--- src/hdl/wmb_pkg.sv ---
// wmb_pkg: shared types and constants of the world matrix builder.
// Payload structs, control struct of the multiply-accumulate unit, CORDIC angle table.
// No dependencies.
`timescale 1ns / 1ps
`default_nettype none
package wmb_pkg;

   localparam int VALUE_WIDTH = 32;
   localparam int CORDIC_MAX  = 24;

   typedef struct packed {
      logic                          kind;
      logic [3:0]                    element_index;
      logic signed [VALUE_WIDTH-1:0] element_value;
      logic signed [VALUE_WIDTH-1:0] scale_x;
      logic signed [VALUE_WIDTH-1:0] scale_y;
      logic signed [VALUE_WIDTH-1:0] scale_z;
      logic [15:0]                   angle_x;
      logic [15:0]                   angle_y;
      logic [15:0]                   angle_z;
      logic signed [VALUE_WIDTH-1:0] move_x;
      logic signed [VALUE_WIDTH-1:0] move_y;
      logic signed [VALUE_WIDTH-1:0] move_z;
   } req_type;

   typedef struct packed {
      logic [3:0]                    out_index;
      logic signed [VALUE_WIDTH-1:0] out_value;
      logic                          out_last;
   } rsp_type;

   typedef struct packed {
      logic mul_en;
      logic acc_load;
      logic acc_add;
   } mac_ctrl_type;

   localparam logic KIND_LOAD    = 1'b0;
   localparam logic KIND_COMPUTE = 1'b1;

   // atan(2^-i) in units of 2^-32 turn
   localparam logic [31:0] ATAN_TURN32 [CORDIC_MAX] = '{
      32'd536870912, 32'd316933406, 32'd167458907, 32'd85004756, 32'd42667331,
      32'd21354465, 32'd10679838, 32'd5340245, 32'd2670163, 32'd1335087,
      32'd667544, 32'd333772, 32'd166886, 32'd83443, 32'd41722, 32'd20861,
      32'd10430, 32'd5215, 32'd2608, 32'd1304, 32'd652, 32'd326, 32'd163, 32'd81
   };

endpackage
`default_nettype wire

--- src/hdl/wmb_mac.sv ---
// wmb_mac: registered multiplier and wide accumulator with round half up and saturation.
// Uses wmb_pkg for mac_ctrl_type and VALUE_WIDTH.
`timescale 1ns / 1ps
`default_nettype none
module wmb_mac
   import wmb_pkg::*;
#(
   parameter int FRAC_BITS = 16
) (
   input  wire logic                          clock,
   input  wire mac_ctrl_type                  ctrl,
   input  wire logic signed [VALUE_WIDTH-1:0] op_a,
   input  wire logic signed [VALUE_WIDTH-1:0] op_b,
   output logic signed [VALUE_WIDTH-1:0]      result
);

   localparam int PW = 2 * VALUE_WIDTH;
   localparam int AW = PW + 2;
   localparam logic signed [AW-1:0] HALF = AW'(1) <<< (FRAC_BITS - 1);
   localparam logic signed [AW-1:0] VMAX = (AW'(1) <<< (VALUE_WIDTH - 1)) - AW'(1);
   localparam logic signed [AW-1:0] VMIN = -VMAX - AW'(1);

   logic signed [PW-1:0] prod_ff, prod_in;
   logic signed [AW-1:0] acc_ff, acc_in;
   logic signed [AW-1:0] rnd;

   always_comb begin
      prod_in = ctrl.mul_en ? op_a * op_b : prod_ff;
      acc_in  = acc_ff;
      if (ctrl.acc_load) begin
         acc_in = AW'(prod_ff);
      end else if (ctrl.acc_add) begin
         acc_in = acc_ff + AW'(prod_ff);
      end
      rnd = (acc_ff + HALF) >>> FRAC_BITS;
      if (rnd > VMAX) begin
         result = VMAX[VALUE_WIDTH-1:0];
      end else if (rnd < VMIN) begin
         result = VMIN[VALUE_WIDTH-1:0];
      end else begin
         result = rnd[VALUE_WIDTH-1:0];
      end
   end

   always_ff @(posedge clock) begin
      prod_ff <= prod_in;
      acc_ff  <= acc_in;
   end

endmodule
`default_nettype wire

--- config.mk ---
export PLATFORM = sky130hd
export DESIGN_NAME = wmb_mac
export DESIGN_NICKNAME = d
export VERILOG_FILES = /design/src/hdl/wmb_pkg.sv /design/src/hdl/wmb_mac.sv
export SDC_FILE = /design/constraint.sdc
export NUM_CORES = 2
export LEC_CHECK = 0
export CORE_UTILIZATION = 45
export CTS_CLUSTER_DIAMETER = 80
export CTS_CLUSTER_SIZE = 40
export DETAILED_ROUTE_END_ITERATION = 16
export DONT_BUFFER_PORTS = 1
export GPL_TIMING_DRIVEN = 1
export SLEW_MARGIN = 40
export SYNTH_ARGS = -nofsm -noshare
export SYNTH_HDL_FRONTEND = slang
export SYNTH_SLANG_ARGS = --single-unit
--- constraint.sdc ---
create_clock -name clock -period 13.53 [get_ports clock]
set_input_delay 4.059 -clock clock [delete_from_list [all_inputs] [get_ports clock]]
set_output_delay 4.059 -clock clock [all_outputs]
set_load 0.05 [all_outputs]
; ---- Word-level counts from Yosys, hierarchy flattened
; Cells that the tools add are included.
[word_totals]
word_cells = 12
in_bits = 68
out_inout_bits = 32
reg_bits = 130
[op_classes]
n_reduce_logical = 1
n_mux = 4
n_addsub = 2
multipliers = 1
order_cmp = 2
[op_table]
columns = op, n
row1 = 66-bit 2-to-1 mux, 2
row2 = 66-bit by 17-bit adder with 66-bit output (second input constant), 1
row3 = 66-bit by 64-bit adder with 66-bit output, 1
row4 = 32-bit by 32-bit multiplier with 64-bit output, 1
row5 = 32-bit 2-to-1 mux, 2
row6 = 50-bit by 32-bit greater-than comparator with 1-bit output (second input constant), 1
row7 = 50-bit by 32-bit less-than comparator with 1-bit output (second input constant), 1
row8 = 2-bit nonzero test, 1

; ---- Logic depth before layout (Yosys ltp)
[logic_depth]
depth_word = 4
depth_mapped = 29
ltp_nobuf = 28

; ---- Least setup slack after synthesis
; No wires, ideal clock.
[synth_timing]
kind = input -> register
startpoint = input port op_b[2]
endpoint = register prod_ff[61], data pin
arrival_time_ps = 11263
setup_slack_ps = 2009
path_stages = 26
cell_sequence = clkbuf_1 > nand2_1 > inv_1 > fa_1 > inv_1 > fa_1 > inv_1 > fa_1 > fa_1 > fa_1 > fa_1 > fa_1 > inv_1 > fa_1 > inv_1 > ha_1 > a21o_1 > a21oi_1 > o211ai_1 > o21bai_1 > a221oi_1 > o31ai_1 > a221o_1 > a211o_1 > a21oi_1 > xnor2_1
[synth_via]
elab_chain_len = 1
[synth_rtl]
columns = element, line_no
row1 = "start, declared", wmb_mac.sv:13  ; input wire logic signed [VALUE_WIDTH-1:0] op_b,
row2 = 32-bit by 32-bit multiplier with 64-bit output, wmb_mac.sv:28  ; prod_in = ctrl.mul_en ? op_a * op_b : prod_ff;
row3 = "end signal, assigned", wmb_mac.sv:46  ; prod_ff <= prod_in;
row4 = "end, declared", wmb_mac.sv:23  ; logic signed [PW-1:0] prod_ff, prod_in;
; Every way passes these cells.
; A chain may end at the register's enable or synchronous reset.

; ---- Worst setup path after layout
[layout_timing]
startpoint = input port op_a[31]
endpoint = register prod_ff[60], data pin
[layout_via]
elab_chain_len = 1
[layout_rtl]
columns = element, line_no
row1 = "start, declared", wmb_mac.sv:12  ; input wire logic signed [VALUE_WIDTH-1:0] op_a,
row2 = 32-bit by 32-bit multiplier with 64-bit output, wmb_mac.sv:28
; Every way passes these cells.

==> impl_metrics.tcl <==
set metrics [dict create \
    crit_arrival_ns 11.69 \
    cp_top_family "adder cells" \
    drv_slew 0 \
    drtIter0Drc 2397 \
    ctsResizeCount 0 \
    synth_cells 4957 \
    worstSetupPathType "in2reg" \
    clock_latency_ns 0.43 \
    synth_area_um2 46100 \
    die_h_um 322.1 \
    syn_to_final_growth_pct 2.988 \
    ff2ff_path_depth 13 \
    syn_area_per_cell_um2 9.300 \
    worstHoldEndpoint "acc_ff[9]" \
    cts_inserted_buffers 17 \
    grt_pass1_wl_mm 197.7 \
    h-tree-depth 4 \
    postCtsHoldBufs 0 \
    final.min_clock_period_ns 11.51 \
    dr.pass1.iters 9 \
    reg2reg_to "acc_ff[60]" \
    hp-start "prod_ff[9]" \
    track_usage 0.2477 \
    startpoint_type "primary input" \
    multi_input_area_um2 37370 \
    final.setup.tns_ns 0 \
    finalCritPeriodShare 0.8510 \
    routed_wl_mm 122.8 \
    status "completed" \
    endpoint_kind "flip-flop" \
    relSlewSlack 0.4384 \
    hold_path_depth 2 \
    regArea_um2 3904 \
    hold_path_class "reg2reg" \
    nets 6130 \
    cts_setup_buffers 0 \
    cpPeakStageDelay_ns 0.97 \
    gp_congestion 0.8808 \
    grt_pass1_vias 34730 \
    grt_max_degree 126 \
    rsz0062_at_grt "no" \
    tightest_slew_ns 0.8383 \
    synth-edff-count 130 \
    synthFlopType "edfxtp_1" \
    r2r-start "prod_ff[0]" \
    route.antenna.remaining_nets 0 \
    cts.sinks 130 \
    async_reset_ff_frac 0 \
    cp_slowest_cell "fa_1" \
    cts_root_buffer "clkbuf_16" \
    dp_hpwl_mm 96.79 \
    clkTransAtPathRegs_ns 0.07 \
    antenna_found_initial 3 \
    synth_seq_area_share 0.08468 \
    io_buffers 0 \
    top_usage_layer "met2" \
    final-setup-viol-count 0 \
    top_level_ports 100 \
    cp_max_fo 32 \
    drive_above_1_share 0.02024 \
    routedWlPerCell_um 20.09 \
    drv_cap 0 \
    yosysUniqueCellTypes 83 \
    use_met3 0.04829 \
    cp.depth 25 \
    core-area_um2 101600 \
    initial_core_util 0.4538 \
    yosys_warnings 0 \
    met1_usage 0.3638 \
    fillerInstances 9860 \
    finClkSkew_ns 0.01058 \
    cts_tree "done" \
    vias 32540 \
    use_met2 0.3878 \
    die_x_um 322.1 \
    fmax_ghz 0.08685 \
    die_area_um2 103700 \
    rows 117 \
    cp_data_required_time_ns 13.70 \
    via_per_inst 5.321 \
    drc 0 \
    cpMostUsedCell "fa_1" \
    overflow 0 \
    clockBufferDepth 2 \
    reg2reg_slack_ns 9.61 \
    worst-path-buf-inv 7 \
    finalHoldViolCount 0 \
    synthesis.nets 6358 \
    ys_seq_elements 130 \
]
[sequential cells by signal, indices dropped and copies added (netlist names)]
name	flops
acc_ff	66
prod_ff	64
[logic make-up after synthesis]
family | synth area share
and+or+nand+nor | 0.1625
xor gates and xnor gates | 0.03135
AOI/OAI and AO/OA | 0.07659
muxes | 0.001628
adders and majority gates | 0.5381
DFF | 0.08468
buffers and inverters | 0.1051
[synth_stat cells (4+ instances only)]
cell / n / share of area
fa_1: 1083 / 0.47
inv_1: 1023 / 0.083
nand2_1: 665 / 0.054
and2_1: 511 / 0.069
ha_1: 250 / 0.068
clkbuf_1: 241 / 0.020
a21oi_1: 154 / 0.017
o21ai_0: 141 / 0.015
edfxtp_1: 130 / 0.085
nor2_1: 108 / 0.0088
xnor2_1: 102 / 0.019
xor2_1: 63 / 0.012
a21o_1: 59 / 0.0096
nand3_1: 45 / 0.0049
nand4_1: 37 / 0.0050
nor3_1: 31 / 0.0034
o21ai_2: 30 / 0.0057
o21bai_1: 29 / 0.0047
nand2b_1: 21 / 0.0028
and3_1: 16 / 0.0022
o21a_1: 16 / 0.0026
a31oi_1: 14 / 0.0019
nor2b_1: 14 / 0.0019
a211oi_1: 13 / 0.0021
o211ai_1: 11 / 0.0018
a21boi_0: 8 / 0.0013
a221oi_1: 8 / 0.0015
a41oi_1: 6 / 0.0011
nor4_1: 6 / 0.00081
o31ai_1: 6 / 0.00098
buf_6: 5 / 0.0012
o21ai_1: 5 / 0.00054
o31a_1: 5 / 0.00095
or3_1: 5 / 0.00068
or4_1: 5 / 0.00081
a221o_1: 4 / 0.00087
and4_1: 4 / 0.00076
nor3b_1: 4 / 0.00065
or2_2: 4 / 0.00054
[tightest hold or removal path: stages, from the launching register on]
cell	delay, ns
edfxtp_1	0.35
nand2_1	0.05
o21ai_0	0.05
[cells in the final DEF, fill, tap and decap left out, types with 6 or more instances in the layout]
cell | synthesis | routed
a211oi_1 | 13 | 13
nand4_1 | 37 | 37
o211ai_1 | 11 | 11
nor3_1 | 31 | 31
o21ai_0 | 141 | 141
edfxtp_1 | 130 | 130
inv_1 | 1023 | 1023
nand2b_1 | 21 | 21
and2_1 | 511 | 511
a41oi_1 | 6 | 6
a31oi_1 | 14 | 14
nor2_1 | 108 | 108
and3_1 | 16 | 16
a21o_1 | 59 | 59
fa_1 | 1083 | 1083
clkbuf_16 | 0 | 17
nand2_1 | 665 | 665
ha_1 | 250 | 250
nor4_1 | 6 | 6
o21a_1 | 16 | 16
o31ai_1 | 6 | 6
a21boi_0 | 8 | 8
o21bai_1 | 29 | 29
xnor2_1 | 102 | 101
nand3_1 | 45 | 45
xor2_1 | 63 | 63
o21ai_2 | 30 | 31
a21oi_1 | 154 | 154
a221oi_1 | 8 | 8
nor2b_1 | 14 | 14
[layout make-up]
cell class                 instances  area share
clock inverter                    13    0.003689
timing repair buffer               3   0.0005534
multi-input combinational       3553      0.7871
inverter                        1024     0.08096
tap                             1368     0.03605
antenna                            5   0.0002635
clock buffer                      19    0.009118
sequential                       130     0.08222
[routing by layer]
metal,vias to the layer above,routed length [um]
li1,14580,-
met4,2,1295
met3,77,11050
met2,1076,54310
met5,-,13
met1,16800,56170
[stage by stage]
stage               cells  utilization  hold slack [ns]  cell area [um2]  worst slack [ns]
finish               6115       0.4673           0.5609            47480             2.016
global route         6110       0.4672           0.6031            47470             1.590
CTS                  6110       0.4672           0.5660            47470             1.985
detailed placement   6078       0.4612           0.5524            46860             1.549
global placement     6078       0.4611           0.5417            46840             1.570
floorplan            4957            -           0.5197            46100             2.009
[how the worst max path moves through the flow]
stage,start,end,slack (ns)
2_1_floorplan,op_b[2],prod_ff[61],2.01
3_3_place_gp,op_a[31],prod_ff[58],1.57
3_5_place_dp,op_a[31],prod_ff[60],1.55
4_1_cts,op_a[31],prod_ff[60],1.99
5_1_grt,op_a[31],prod_ff[58],1.59
6_report,op_a[31],prod_ff[60],2.02
Power is left out: the tool's default activity adds up to more than one toggle a clock period on the data nets, which glitch-free logic cannot reach.
