`src/hdl/wmb_pkg.sv`:
```
// wmb_pkg: shared types and constants of the world matrix builder.
// Payload structs, control struct of the multiply-accumulate unit, CORDIC angle table.
// No dependencies.
`timescale 1ns / 1ps
`default_nettype none
package wmb_pkg;

   localparam int VALUE_WIDTH = 32;
   localparam int CORDIC_MAX  = 24;

   typedef struct packed {
      logic                          kind;
      logic [3:0]                    element_index;
      logic signed [VALUE_WIDTH-1:0] element_value;
      logic signed [VALUE_WIDTH-1:0] scale_x;
      logic signed [VALUE_WIDTH-1:0] scale_y;
      logic signed [VALUE_WIDTH-1:0] scale_z;
      logic [15:0]                   angle_x;
      logic [15:0]                   angle_y;
      logic [15:0]                   angle_z;
      logic signed [VALUE_WIDTH-1:0] move_x;
      logic signed [VALUE_WIDTH-1:0] move_y;
      logic signed [VALUE_WIDTH-1:0] move_z;
   } req_type;

   typedef struct packed {
      logic [3:0]                    out_index;
      logic signed [VALUE_WIDTH-1:0] out_value;
      logic                          out_last;
   } rsp_type;

   typedef struct packed {
      logic mul_en;
      logic acc_load;
      logic acc_add;
   } mac_ctrl_type;

   localparam logic KIND_LOAD    = 1'b0;
   localparam logic KIND_COMPUTE = 1'b1;

   // atan(2^-i) in units of 2^-32 turn
   localparam logic [31:0] ATAN_TURN32 [CORDIC_MAX] = '{
      32'd536870912, 32'd316933406, 32'd167458907, 32'd85004756, 32'd42667331,
      32'd21354465, 32'd10679838, 32'd5340245, 32'd2670163, 32'd1335087,
      32'd667544, 32'd333772, 32'd166886, 32'd83443, 32'd41722, 32'd20861,
      32'd10430, 32'd5215, 32'd2608, 32'd1304, 32'd652, 32'd326, 32'd163, 32'd81
   };

endpackage
`default_nettype wire

```
`src/hdl/wmb_cordic.sv`:
```
// wmb_cordic: iterative rotation-mode CORDIC, one micro-rotation per cycle.
// Gives sine and cosine of a 16-bit binary angle; uses wmb_pkg.
`timescale 1ns / 1ps
`default_nettype none
module wmb_cordic
   import wmb_pkg::*;
#(
   parameter int FRAC_BITS    = 16,
   parameter int CORDIC_STEPS = 16
) (
   input  wire logic                          clock,
   input  wire logic                          reset,
   input  wire logic                          start,
   input  wire logic [15:0]                   angle,
   output logic                               done,
   output logic signed [VALUE_WIDTH-1:0]      sin_out,
   output logic signed [VALUE_WIDTH-1:0]      cos_out
);

   localparam int CW    = 34;
   localparam int STEPS = (CORDIC_STEPS < CORDIC_MAX) ? CORDIC_STEPS : CORDIC_MAX;
   localparam logic [4:0] LAST = 5'(STEPS - 1);
   localparam logic signed [CW-1:0] X_INIT = 34'sd652032874;
   localparam logic signed [CW-1:0] HALF   = CW'(64'sd1 <<< (29 - FRAC_BITS));
   localparam logic signed [CW-1:0] VMAX   = CW'((64'sd1 <<< (VALUE_WIDTH - 1)) - 1);
   localparam logic signed [CW-1:0] VMIN   = -VMAX - 1;

   logic signed [CW-1:0] x_ff, x_in, y_ff, y_in, z_ff, z_in;
   logic [1:0]           q_ff, q_in;
   logic [4:0]           i_ff, i_in;
   logic                 busy_ff, busy_in, done_ff, done_in;

   logic [16:0]          a_plus;
   logic [1:0]           q_new;
   logic [15:0]          r_new;
   logic signed [CW-1:0] dx, dy, atan_v, c_raw, s_raw;

   always_comb begin
      a_plus = {1'b0, angle} + 17'd8192;
      q_new  = a_plus[15:14];
      r_new  = angle - {q_new, 14'd0};
      dx     = y_ff >>> i_ff;
      dy     = x_ff >>> i_ff;
      atan_v = CW'(ATAN_TURN32[i_ff]);
      x_in    = x_ff;
      y_in    = y_ff;
      z_in    = z_ff;
      q_in    = q_ff;
      i_in    = i_ff;
      busy_in = busy_ff;
      done_in = 1'b0;
      if (start) begin
         x_in    = X_INIT;
         y_in    = '0;
         z_in    = CW'($signed({r_new, 16'd0}));
         q_in    = q_new;
         i_in    = '0;
         busy_in = 1'b1;
      end else if (busy_ff) begin
         if (!z_ff[CW-1]) begin
            x_in = x_ff - dx;
            y_in = y_ff + dy;
            z_in = z_ff - atan_v;
         end else begin
            x_in = x_ff + dx;
            y_in = y_ff - dy;
            z_in = z_ff + atan_v;
         end
         i_in = i_ff + 5'd1;
         if (i_ff == LAST) begin
            busy_in = 1'b0;
            done_in = 1'b1;
         end
      end
   end

   always_ff @(posedge clock) begin
      if (reset) begin
         busy_ff <= 1'b0;
         done_ff <= 1'b0;
      end else begin
         busy_ff <= busy_in;
         done_ff <= done_in;
      end
      x_ff <= x_in;
      y_ff <= y_in;
      z_ff <= z_in;
      q_ff <= q_in;
      i_ff <= i_in;
   end

   // quadrant restore
   always_comb begin
      unique case (q_ff)
         2'd0: begin c_raw = x_ff;  s_raw = y_ff;  end
         2'd1: begin c_raw = -y_ff; s_raw = x_ff;  end
         2'd2: begin c_raw = -x_ff; s_raw = -y_ff; end
         default: begin c_raw = y_ff; s_raw = -x_ff; end
      endcase
   end

   function automatic logic signed [VALUE_WIDTH-1:0] to_frac(input logic signed [CW-1:0] v);
      logic signed [CW-1:0] t;
      t = (v + HALF) >>> (30 - FRAC_BITS);
      if (t > VMAX) return VMAX[VALUE_WIDTH-1:0];
      if (t < VMIN) return VMIN[VALUE_WIDTH-1:0];
      return t[VALUE_WIDTH-1:0];
   endfunction

   assign sin_out = to_frac(s_raw);
   assign cos_out = to_frac(c_raw);
   assign done    = done_ff;

endmodule
`default_nettype wire

```
`config.mk`:
```
export PLATFORM = sky130hd
export DESIGN_NAME = wmb_cordic
export DESIGN_NICKNAME = d
export VERILOG_FILES = /design/src/hdl/wmb_pkg.sv /design/src/hdl/wmb_cordic.sv
export SDC_FILE = /design/constraint.sdc
export NUM_CORES = 1
export LEC_CHECK = 0
export ABC_AREA = 0
export BUFFER_PORTS_ARGS = -buffer_cell sky130_fd_sc_hd__buf_4
export CAP_MARGIN = 10
export CORE_MARGIN = 5
export CORE_UTILIZATION = 45
export CTS_BUF_LIST = sky130_fd_sc_hd__clkbuf_4
export CTS_CLUSTER_SIZE = 12
export DETAILED_ROUTE_END_ITERATION = 6
export MAX_ROUTING_LAYER = met4
export PLACE_DENSITY = 0.68
export SLEW_MARGIN = 10
export SYNTH_ARGS = -nofsm -noshare
export SYNTH_HDL_FRONTEND = slang
export SYNTH_SLANG_ARGS = --single-unit
```
`constraint.sdc`:
```
create_clock -name clock -period 7.6 [get_ports clock]
set_input_delay 1.14 -clock clock [delete_from_list [all_inputs] [get_ports clock]]
set_output_delay 1.14 -clock clock [all_outputs]
set_load 0.02 [all_outputs]
```
# == Word level (Yosys, flattened, before mapping) ==
# Memories as Yosys holds them, arrays and structs flattened.
# Index checks and enable logic that the tools add are counted.
# word_totals
register_bits,111
romBits,1024
in_bits,19
out_inout_bits,65
memories,1
# memory_table
name,words,width,read_ports,rd_ports_with_merged_regs,wr,line,source
(no name shown),32,32,1,0,0,wmb_cordic.sv:44,atan_v = CW'(ATAN_TURN32[i_ff]);
# op_classes
addsub,13
magnitude_cmp,5
n_eq_ne,3
shifts,2
muxes,27
bitwise,2
n_reduce_logical,3
# ops
cell,count
two-way mux 32 bit,10
one-hot mux 34 bit (3 select lines),2
two-way mux 34 bit,5
adder 34 x 15 -> 34 bit (second input constant),2
adder 34 bit,2
negator 34 bit,2
>>> shifter 34 x 5 -> 34 bit,2
subtractor 34 bit,2
greater-than comparator 20 x 32 -> 1 bit (second input constant),2
< comparator 20 x 32 -> 1 bit (second input constant),2
adder 34 x 33 -> 34 bit,1
subtractor 34 x 33 -> 34 bit,1
adder 16 x 14 -> 16 bit (second input constant),1
subtractor 16 bit,1
two-way mux 1 bit,10
>= comparator 6 bit (second input constant),1
inverter 5 -> 6 bit,1
adder 5 x 1 -> 5 bit (second input constant),1
equality test 5 x 4 -> 1 bit (second input constant),1
OR reduction 3 bit,1
equality test 2 x 1 -> 1 bit (second input constant),1
equality test 2 bit (second input constant),1
logical NOT 2 bit,1
nonzero test 2 bit,1
inverter 1 bit,1

# == Depth between registers and ports, before layout ==
# Gate-level depths: netlist (run 1).
# logic_depth
ltp_word,8
ltp_mapped,29
mapped_depth_nobuf,25

# == Worst setup path before layout (run 1) ==
# OpenSTA, ideal clock, no wires.
# synth_path
path_type,reg2reg
from,register i_ff[0]
to,register z_ff[29] (data pin)
setup_time_ns,0.267
t_arrival_ns,5.933
t_required_ns,7.333
setup_slack_ns,1.400
stages_incl_launch_ff,30
period_less_slack_ns,6.200
path_cell_list,dfxtp_1 > buf_6 > buf_6 > inv_1 > buf_2 > clkbuf_1 > ha_1 > clkbuf_1 > nand2_1 > o21ai_0 > o21ai_0 > o21ai_0 > nor2b_1 > nand2_1 > nor4_1 > a21oi_1 > xor2_1 > ha_1 > clkbuf_1 > a21o_1 > a21o_1 > a211o_1 > a211o_1 > nor3_1 > o31ai_1 > a221oi_1 > nor2_1 > nor2_1 > xor2_1 > o21ai_0
# synth_via
elab_chain_len,8
elab_cells_between_ends,9
classes_between,add/sub: 2; mux: 5; bitwise: 1; memory: 1
# synth_rtl
element,line,source
from (decl),wmb_cordic.sv:30,"logic [4:0] i_ff, i_in;"
from (signal assigned),wmb_cordic.sv:89,i_ff <= i_in;
inverter 5 -> 6 bit (not written as such) (*),wmb_cordic.sv:44,
memory (32 x 32 bit) (*),--,
two-way mux 32 bit (not written as such) (*) (2 in series),wmb_cordic.sv:44,
subtractor 34 x 33 -> 34 bit or adder 34 x 33 -> 34 bit (tied branches),"wmb_cordic.sv:63, wmb_cordic.sv:67",
two-way mux 34 bit (*),wmb_cordic.sv:60,if (!z_ff[CW-1]) begin
two-way mux 34 bit (*),wmb_cordic.sv:59,end else if (busy_ff) begin
two-way mux 34 bit (*),wmb_cordic.sv:52,if (start) begin
via z_in[29],wmb_cordic.sv:28,"logic signed [CW-1:0] x_ff, x_in, y_ff, y_in, z_ff, z_in;"
to (signal assigned),wmb_cordic.sv:87,z_ff <= z_in;
to (decl),wmb_cordic.sv:28,
# The timed path passes the listed nets; every way through them passes the cells marked *. The select of a mux whose other input is x is not followed.
# A chain may end at the register's enable or synchronous reset.

# == Worst setup path in the final report (run 1) ==
# layout_path
from,register x_ff[8]
to,output port cos_out[28]
# layout_via
elab_chain_len,8
elab_cells_between_ends,11
classes_between,add/sub: 2; order compare: 2; mux: 7
# layout_rtl
element,line,source
from (decl),wmb_cordic.sv:28,
from (signal assigned),wmb_cordic.sv:85,x_ff <= x_in;
negator 34 bit,wmb_cordic.sv:97,2'd2: begin c_raw = -x_ff; s_raw = -y_ff; end
one-hot mux 34 bit (3 select lines) (*),wmb_cordic.sv:94,unique case (q_ff)
adder 34 x 15 -> 34 bit (*),wmb_cordic.sv:104,t = (v + HALF) >>> (30 - FRAC_BITS);
< comparator 20 x 32 -> 1 bit,wmb_cordic.sv:106,if (t < VMIN) return VMIN[VALUE_WIDTH-1:0];
two-way mux 1 bit (2 in series),wmb_cordic.sv:106,
two-way mux 32 bit,wmb_cordic.sv:107,return t[VALUE_WIDTH-1:0];
two-way mux 32 bit (*),wmb_cordic.sv:106,
to (decl),wmb_cordic.sv:17,output logic signed [VALUE_WIDTH-1:0] cos_out
# Every way passes the cells marked *; elsewhere a longest branch is shown, timed or not. The select of a mux whose other input is x is not followed.

==> summary.md, run 1 <==
| Metric | Value |
|---|---|
| Vias in the first global route | 18,200 |
| Fin Clk Skew | 0.0351 ns |
| WL final | 70,700 um |
| Sequential share of the synthesized area | 0.129 |
| H-tree levels | 3 |
| Clock group share of total power | 0.039 |
| Clk slew on worst S/H paths | 0.20 ns |
| Crit start category | register |
| Total clock buffers created by CTS | 9 |
| Critical path class | register to output pin |
| Outcome | completed |
| Static Leak | 0.00806 uW |
| Total track usage | 0.304 |
| Switching Share | 0.553 |
| Fmax | 0.142 GHz |
| Antenna violations before repair | 3 |
| Final Critical Period | 7.02 ns |
| Clock insertion delay at the later pin of the skew report | 0.65 ns |
| Post-route DRC | 0 |
| Post-synth ARST share | 0 |
| WL/cell | 23.8 um |
| Root Buffer | clkbuf_4 |
| RePlAce Congestion | 1.10 |
| Peak VDD IR | 0.178 mV |
| Global-route wire length before repair | 109,000 um |
| Area delta synth->final | 5.41% |
| Hold Vio Cnt, Final | 0 |
| Commonest non-fill, non-tap cells in the layout | nor2_1, nand2_1, a21oi_1, xnor2_1, buf_4 |
| Main synth FF type | dfxtp_1 |
| Clk buf depth | 2 |
| Fin crit share | 0.924 |
| Via density | 6.54 |
| Drt pass-1 iters | 6 |
| Relative slew slack | 0.250 |
| Via Count | 19,400 |
| Starting Density | 0.452 |
| Register bit count reported by yosys | 111 |
| Hold-fix buffer count after cts | 0 |
| Final Power | 8730 uW |
| Nature of the critical path endpoint | output pin |
| Core area | 41,700 um^2 |
| CP required | 6.46 ns |
| Yosys warns | 0 |
| DRT antenna net count | 0 |
| Die footprint | 46,000 um^2 |
| Die Y-Extent | 214 um |
| Cell area after synthesis | 18,800 um^2 |
| Max-cap violation count | 0 |
| CTS tree | done |
| Largest net degree at the start of global routing | 68 |
| Switching power total | 4830 uW |
| Setup_tns | 0 ns |
| I/O Pins | 84 |
| Syn Nets | 2,600 |
| Final setup vio count | 0 |
| Syn Area/Cell | 7.64 um^2 |
| Arrival time worst endpoint | 5.88 ns |
| Max FO, Critical Path | 12 |
| DIE WIDTH | 214 um |
| Hpwl dp | 53,400 um |
| Pint | 3900 uW |
| Share of cells above drive strength 1 | 0.130 |
| Post-synth EDFFs | 20 |
| PD cells | 440 nW/um^2 |
| Final net count | 2,553 |
| RSZ-0062 raised after global routing | no |
| Sequential group share of total power | 0.159 |
| Site Rows | 75 |
| Max-slew violation count | 0 |
| Port Buffers | 83 |
| Hold Path Class | register to register |
| Combinational share of power | 0.801 |
| Syn Inst Count | 2,462 |
| Overflow left after global routing | 0 |
| First DRT Iteration DRCs | 2,216 |
| Worst-margin pin slew | 1.13 ns |
| Commonest non-fill, non-tap cell in the layout | nor2_1 |
| Synth unique cells | 83 |
| Clock sinks | 111 |
repair_timing:
action                     CTS  global route
gates resized for setup      0             0
setup buffers                0             2
setup endpoints to repair    0            12
path summary, 6_finish.rpt:
kind,startpoint,end,slack [ns],cells past startpoint
max,x_ff[8],cos_out[28],0.58,12
min reg2reg,z_ff[9],z_ff[9],0.49,2
min,z_ff[9],z_ff[9],0.49,2
max reg2reg,i_ff[1],z_ff[29],0.63,21
layout make-up:
class | instances | area, um^2
fill | 4134 | 21800
multi-input combinational | 2084 | 15200
sequential | 111 | 2440
timing repair buffer | 145 | 1100
tap | 539 | 674
inverter | 64 | 240
clock buffer | 11 | 82.6
clock inverter | 5 | 60.1
antenna | 7 | 17.5
cell usage after synthesis, drive strengths merged, types with 36 or more instances:
cell | number | area, um^2
a211oi | 37 | 278
a21o | 54 | 405
a21oi | 190 | 951
a31oi | 38 | 238
buf | 90 | 521
clkbuf | 113 | 424
dfxtp | 91 | 1820
ha | 116 | 1450
inv | 64 | 240
mux2 | 36 | 405
mux2i | 91 | 911
mux4 | 74 | 1670
nand2 | 236 | 886
nand3 | 41 | 205
nor2 | 249 | 935
nor3 | 46 | 235
o21ai | 141 | 706
xnor2 | 156 | 1370
xor2 | 118 | 1030
per-layer routing:
metal,global-route usage,share of wire
met1,0.389,0.42
met2,0.473,0.45
met3,0.0597,0.090
met4,0.123,0.044
met5,-,0
state kept, by name, indices dropped and copies added (netlist names):
name and count:
busy_ff 1, done 1, i_ff 5, q_ff 2, x_ff 34, y_ff 34, z_ff 34
kinds of logic (layout without fill, tap and decap cells):
kind of cell,Yosys count,in the layout,share of synthesized area
DFF,111,111,0.129
xor gates and xnor gates,274,274,0.128
and+or+nand+nor,768,768,0.190
muxes,201,201,0.159
other,0,7,0
adders and majority gates,119,119,0.0803
buffers and inverters,267,225,0.0630
AOI/OAI and AO/OA,722,722,0.252
critical path, cell delays in order, from the launching register on:
cell and delay, ns:
dfxtp_1 0.49, nor4_1 0.28, nand4_1 0.55, nor4_1 1.08
nand2_1 0.27, nand2_1 0.17, xnor2_1 0.16, o21ai_0 0.22
a2111oi_0 0.56, nand2_1 0.15, nor3_1 0.40, xor2_1 0.64
buf_4 0.27
through the flow:
stage	setup slack (ns)	hold WS (ns)	instance area (um^2)	instances	util
5_1_grt	0.0120	0.548	19800	2965	0.476
2_1_floorplan	1.40	0.432	18800	2462	-
6_report	0.576	0.489	19800	2966	0.476
3_5_place_dp	0.718	0.464	19700	2941	0.472
3_3_place_gp	0.950	0.448	19700	2941	0.472
4_1_cts	0.603	0.497	19800	2957	0.475
power groups by stage:
stage / Combinational [uW] / Clock [uW] / Sequential [uW]
2_1_floorplan: 5490 / 0 / 937
3_3_place_gp: 6750 / 0 / 1360
3_5_place_dp: 6820 / 0 / 1360
4_1_cts: 6880 / 364 / 1350
5_1_grt: 7660 / 384 / 1380
6_report: 6990 / 343 / 1390
No activity file was read; power rests on OpenSTA's default activity.
==> inputs of run 2 (changes only) <==
==> constraint.sdc (replaced) <==
create_clock -name clock -period 7.6 [get_ports clock]
set_input_delay 1.14 -clock clock [delete_from_list [all_inputs] [get_ports clock]]
set_output_delay 1.14 -clock clock [all_outputs]
set_load 0.05 [all_outputs]
==> run 2 against run 1 <==
Effect of this change: non-clock buffer count unchanged; clock power barely moved; first-iteration DRC count is 2.3% lower; worst setup slack improved by 0.049 ns; final cell count stayed put; sequential power about the same; register-to-register slack about the same; final area hardly changed; die area unchanged; flip-flop and latch count unchanged; count of clock-buffer cells in the layout stayed put.
==> summary.md, run 2 (synthesis results as in run 1) <==
| Metric | Value |
|---|---|
| Outcome | completed |
| Commonest non-fill, non-tap cell in the layout | nor2_1 |
| CP Cell Sequence | inv_1 -> ha_1 -> nor2b_1 -> o21ai_0 -> o21a_1 -> nand2_1 -> nor4_1 -> a21oi_1 -> xor2_1 -> ha_1 -> a21o_1 -> a21o_1 -> a211o_1 -> a211o_1 -> nor3_1 -> o31ai_1 -> a221oi_1 -> nor2_1 -> nor2_1 -> xor2_1 -> o21ai_0 |
| Hold-fix buffer count after cts | 0 |
| Clock insertion delay at the later pin of the skew report | 0.65 ns |
| Largest net degree at the start of global routing | 68 |
| Fin crit share | 0.918 |
| R2R depth | 21 |
| Max-slew violation count | 0 |
| Static Leak | 0.00806 uW |
| PD cells | 466 nW/um^2 |
| Clk buf depth | 2 |
| RePlAce Congestion | 1.10 |
| Die Y-Extent | 214 um |
| Critical path class | register to register |
| Max-cap violation count | 0 |
| DRT antenna net count | 0 |
| Final net count | 2,553 |
| Final setup vio count | 0 |
| Post-route DRC | 0 |
| Worst Path Buf+Inv | 1 |
| Max FO, Critical Path | 65 |
| Port Buffers | 83 |
| Nature of the critical path endpoint | register |
| Area delta synth->final | 5.45% |
| Fmax | 0.143 GHz |
| I/O Pins | 84 |
| Worst-margin pin slew | 1.13 ns |
| Final Critical Period | 6.98 ns |
| Top Registers | x_ff x34, y_ff x34, z_ff x34 |
| Post-Place Worst Slack | 0.718 ns |
| Arrival time worst endpoint | 7.34 ns |
| Share of cells above drive strength 1 | 0.131 |
| Hpwl dp | 53,400 um |
| Hold Path Class | register to register |
| Total track usage | 0.304 |
| Commonest non-fill, non-tap cells in the layout | nor2_1, nand2_1, a21oi_1, xnor2_1, buf_4 |
| Slowest cell on crit path | dfxtp_4 |
| Hold Vio Cnt, Final | 0 |
| H-tree levels | 3 |
| DIE WIDTH | 214 um |
| Overflow left after global routing | 0 |
| Peak VDD IR | 0.268 mV |
| Setup_tns | 0 ns |
| WP depth | 21 |
| Vias in the first global route | 18,200 |
| CTS tree | done |
| Setup ws final | 0.624 ns |
| RSZ-0062 raised after global routing | no |
| Cell family with most CP delay | compound AO/OA/AOI/OAI gates |
| Fin util | 0.476 |
| Starting Density | 0.452 |
| Clk slew on worst S/H paths | 0.20 ns |
| Root Buffer | clkbuf_4 |
| Core area | 41,700 um^2 |
| Final Power | 9250 uW |
| Crit start category | register |
| Antenna violations before repair | 3 |
| Relative slew slack | 0.247 |
| Site Rows | 75 |
| Crit path largest cell delay | 0.99 ns |
| Fin Clk Skew | 0.0348 ns |
| Hold Crit Depth | 2 |
| CP required | 7.96 ns |
| First DRT Iteration DRCs | 2,164 |
| WL/cell | 23.8 um |
| Total clock buffers created by CTS | 9 |
| Global-route wire length before repair | 109,000 um |
| Via Count | 19,400 |
| Via density | 6.55 |
| Die footprint | 46,000 um^2 |
| Drt pass-1 iters | 6 |
| Clock sinks | 111 |
| WL final | 70,700 um |
==> run 2: cell counts in the layout (fill, tap and decap cells not counted) <==
No cell type changed its count.
==> run 2: routing by layer <==
metal / vias up / track usage / part of all wire
met2: 1046 / 0.473 / 0.45
met5: - / - / 0
li1: 8958 / - / -
met3: 190 / 0.0597 / 0.091
met4: 0 / 0.123 / 0.048
met1: 9222 / 0.389 / 0.42
==> run 2: power breakdown <==
group / total (uW) / switching (uW) / internal, uW
Clock: 343 / 234 / 109
Sequential: 1390 / 605 / 783
Combinational: 7520 / 4510 / 3020
==> run 2: cell type report <==
class                      instances  area (um^2)
fill                            4133        21800
multi-input combinational       2084        15200
sequential                       111         2440
timing repair buffer             145         1100
tap                              539          674
inverter                          64          240
clock buffer                      11         82.6
clock inverter                     5         60.1
antenna                            7         17.5
==> run 2: worst paths after layout <==
path	startpoint	end	slack (ns)
worst max-delay path	i_ff[1]	z_ff[29]	0.62
worst min-delay path	z_ff[9]	z_ff[9]	0.49
worst max register to register	i_ff[1]	z_ff[29]	0.62
worst min register to register	z_ff[9]	z_ff[9]	0.49
==> run 2: through the flow <==
step | hold slack [ns] | instances | instance area, um^2
after floorplan | 0.432 | 2462 | 18800
after global placement | 0.448 | 2941 | 19700
after detailed placement | 0.464 | 2941 | 19700
after CTS | 0.497 | 2957 | 19800
after global routing | 0.548 | 2965 | 19800
final | 0.489 | 2966 | 19800
==> run 2: worst register-to-register path, delay by kind of cell, from the launching register on <==
| kind | cells | cell delay, ns |
|---|---|---|
| buf+inv | 1 | 0.40 |
| fa+ha+maj | 2 | 0.86 |
| xor+xnor | 2 | 0.40 |
| simple gates | 6 | 1.44 |
| compound gates | 10 | 2.62 |
| flops | 1 | 0.99 |
==> run 2: repair_timing <==
item	in CTS	in global routing
setup endpoints to repair	0	12
setup buffers	0	2
resized for setup	0	1
==> inputs of run 3 (changes only) <==
==> constraint.sdc (replaced) <==
create_clock -name clock -period 7.6 [get_ports clock]
set_input_delay 1.52 -clock clock [delete_from_list [all_inputs] [get_ports clock]]
set_output_delay 1.52 -clock clock [all_outputs]
set_load 0.05 [all_outputs]
==> run 3 against run 2 <==
Effect of this change: the run now ends with DRC left; flip-flop and latch count stayed put; sequential share of layout area hardly changed; clock power is 4% higher; first-iteration DRC count is 9.2% higher; die area stayed put; global-route usage hardly changed; wire length is 0.42% higher; maximum frequency is 0.64% lower; critical path type is now register to output pin; largest cell class unchanged.
==> summary.md, run 3 (synthesis results as in run 1) <==
| Metric | Value |
|---|---|
| H-tree levels | 3 |
| Largest net degree at the start of global routing | 85 |
| Final Critical Period | 7.02 ns |
| Via Count | 19,400 |
| Crit path largest cell delay | 0.72 ns |
| HP Start | z_ff[9] |
| RePlAce Congestion | 1.09 |
| Hold Path Class | register to register |
| Port Buffers | 83 |
| Via density | 6.52 |
| Reg-to-reg endpoint | z_ff[29] |
| Global-route wire length before repair | 109,000 um |
| Max FO, Critical Path | 12 |
| Post-Place Worst Slack | 0.706 ns |
| RSZ-0062 raised after global routing | no |
| Relative slew slack | 0.273 |
| Hold Vio Cnt, Final | 0 |
| Clk buf depth | 2 |
| Placed cell area | 19,700 um^2 |
| I/O Pins | 84 |
| Max-cap violation count | 0 |
| Outcome | finished, violations left |
| Starting Density | 0.452 |
| Static Leak | 0.00810 uW |
| Crit start category | register |
| CP required | 6.08 ns |
| Core area | 41,700 um^2 |
| Final setup vio count | 0 |
| Fmax | 0.142 GHz |
| Commonest non-fill, non-tap cell in the layout | nor2_1 |
| Share of cells above drive strength 1 | 0.133 |
| Area delta synth->final | 5.62% |
| Clock insertion delay at the later pin of the skew report | 0.65 ns |
| WL/cell | 23.9 um |
| Fin crit share | 0.924 |
| Post-route DRC | 1 |
| Total clock buffers created by CTS | 9 |
| Worst-margin pin slew | 1.08 ns |
| Cell family with most CP delay | simple AND/OR/NAND/NOR gates |
| Hold Crit Depth | 2 |
| Setup_tns | 0 ns |
| Hold Path End | z_ff[9] |
| Slowest cell on crit path | or4_1 |
| Commonest non-fill, non-tap cells in the layout | nor2_1, nand2_1, a21oi_1, xnor2_1, buf_4 |
| Worst Path Buf+Inv | 1 |
| Max-slew violation count | 0 |
| WL final | 71,000 um |
| Critical path class | register to output pin |
| Final net count | 2,559 |
| Setup ws final | 0.580 ns |
| Reg2reg start | i_ff[1] |
| Sequential cell area | 2440 um^2 |
| Post-cts resize count | 0 |
| CP Cell Sequence | nor4_1 -> nand4_1 -> or4_1 -> o21ai_0 -> xnor2_1 -> o21ai_0 -> nor3_1 -> and3_1 -> nand2_1 -> nor3_1 -> xor2_2 -> buf_4 |
| First DRT Iteration DRCs | 2,363 |
| Arrival time worst endpoint | 5.50 ns |
| DIE WIDTH | 214 um |
| WP depth | 12 |
| CTS tree | done |
| Hpwl dp | 54,200 um |
| DRT antenna net count | 0 |
| Final instance area | 19,900 um^2 |
| Die Y-Extent | 214 um |
| Overflow left after global routing | 0 |
| Hold-fix buffer count after cts | 0 |
| Violated checks | DRC |
| Vias in the first global route | 18,000 |
| Fin Clk Skew | 0.0148 ns |
| Clk slew on worst S/H paths | 0.19 ns |
| Peak VDD IR | 0.248 mV |
| Die footprint | 46,000 um^2 |
| Total track usage | 0.304 |
| R2R Setup Slk | 0.65 ns |
| Root Buffer | clkbuf_4 |
| Antenna violations before repair | 3 |
| Layout filler cell count | 4,202 |
| Drt pass-1 iters | 7 |
| Top Registers | x_ff x34, y_ff x34, z_ff x34 |
| Nature of the critical path endpoint | output pin |
| Footprint of the multi-input gates | 15,200 um^2 |
| Clock sinks | 111 |
| R2R depth | 21 |
| PD cells | 469 nW/um^2 |
| Site Rows | 75 |
| Setup Buffers After CTS | 0 |
run 3: cell types whose count changed in the layout (fill, tap and decap cells not counted), sizes merged:
cell,delta
buf,+6
inv,+3
clkinv,-2
diode,-2
clkbuf,-1
run 3: routing by layer:
metal	vias up	GRT usage	routed length, um
met1	9129	0.395	29700
met4	0	0.120	3530
met5	-	-	0
met3	209	0.0493	5910
met2	1065	0.476	31900
li1	8951	-	-
run 3: how the worst max path moves through the flow:
stage                         from     endpoint  slack, ns
final                      x_ff[6]  cos_out[20]       0.58
after global placement     i_ff[1]     z_ff[29]       0.72
after detailed placement   i_ff[1]     z_ff[29]       0.71
after floorplan           y_ff[16]  cos_out[20]       1.30
after global routing       i_ff[1]     z_ff[29]       0.08
after CTS                  x_ff[6]  cos_out[20]       0.37
run 3: worst reg2reg max path, cell delays in order (launching register included):
cell and delay (ns):
dfxtp_4 0.96, inv_1 0.34, ha_1 0.47, nor2b_1 0.18, o21ai_0 0.41, o21a_1 0.26
nand2_1 0.09, nor4_1 0.61, a21oi_1 0.31, xor2_1 0.25, ha_1 0.41, a21o_1 0.21
a21o_1 0.18, a211o_1 0.28, a211o_1 0.27, nor3_1 0.26, o31ai_1 0.18, a221oi_1 0.46
nor2_1 0.15, nor2_1 0.18, xor2_1 0.17, o21ai_0 0.10
run 3: layout make-up:
cell class / instances / area share
Antenna cell: 5 / 0.000630
Clock buffer: 10 / 0.00378
Clock inverter: 6 / 0.00372
Inverter: 64 / 0.0121
Multi-Input combinational cell: 2084 / 0.766
Sequential cell: 111 / 0.123
Tap cell: 539 / 0.0339
Timing Repair Buffer: 151 / 0.0570
run 3: through the flow:
stage                util  power [uW]  instances  hold slack, ns
detailed placement  0.473        8760       2949           0.461
CTS                 0.476        9180       2965           0.491
floorplan               -        6960       2462           0.432
global route        0.477        9990       2969           0.504
finish              0.477        9320       2970           0.487
global placement    0.473        8680       2949           0.458
run 3: report_power, final:
| part | internal [uW] | switching (uW) |
|---|---|---|
| clock network | 109 | 249 |
| logic | 3030 | 4600 |
| registers | 783 | 545 |
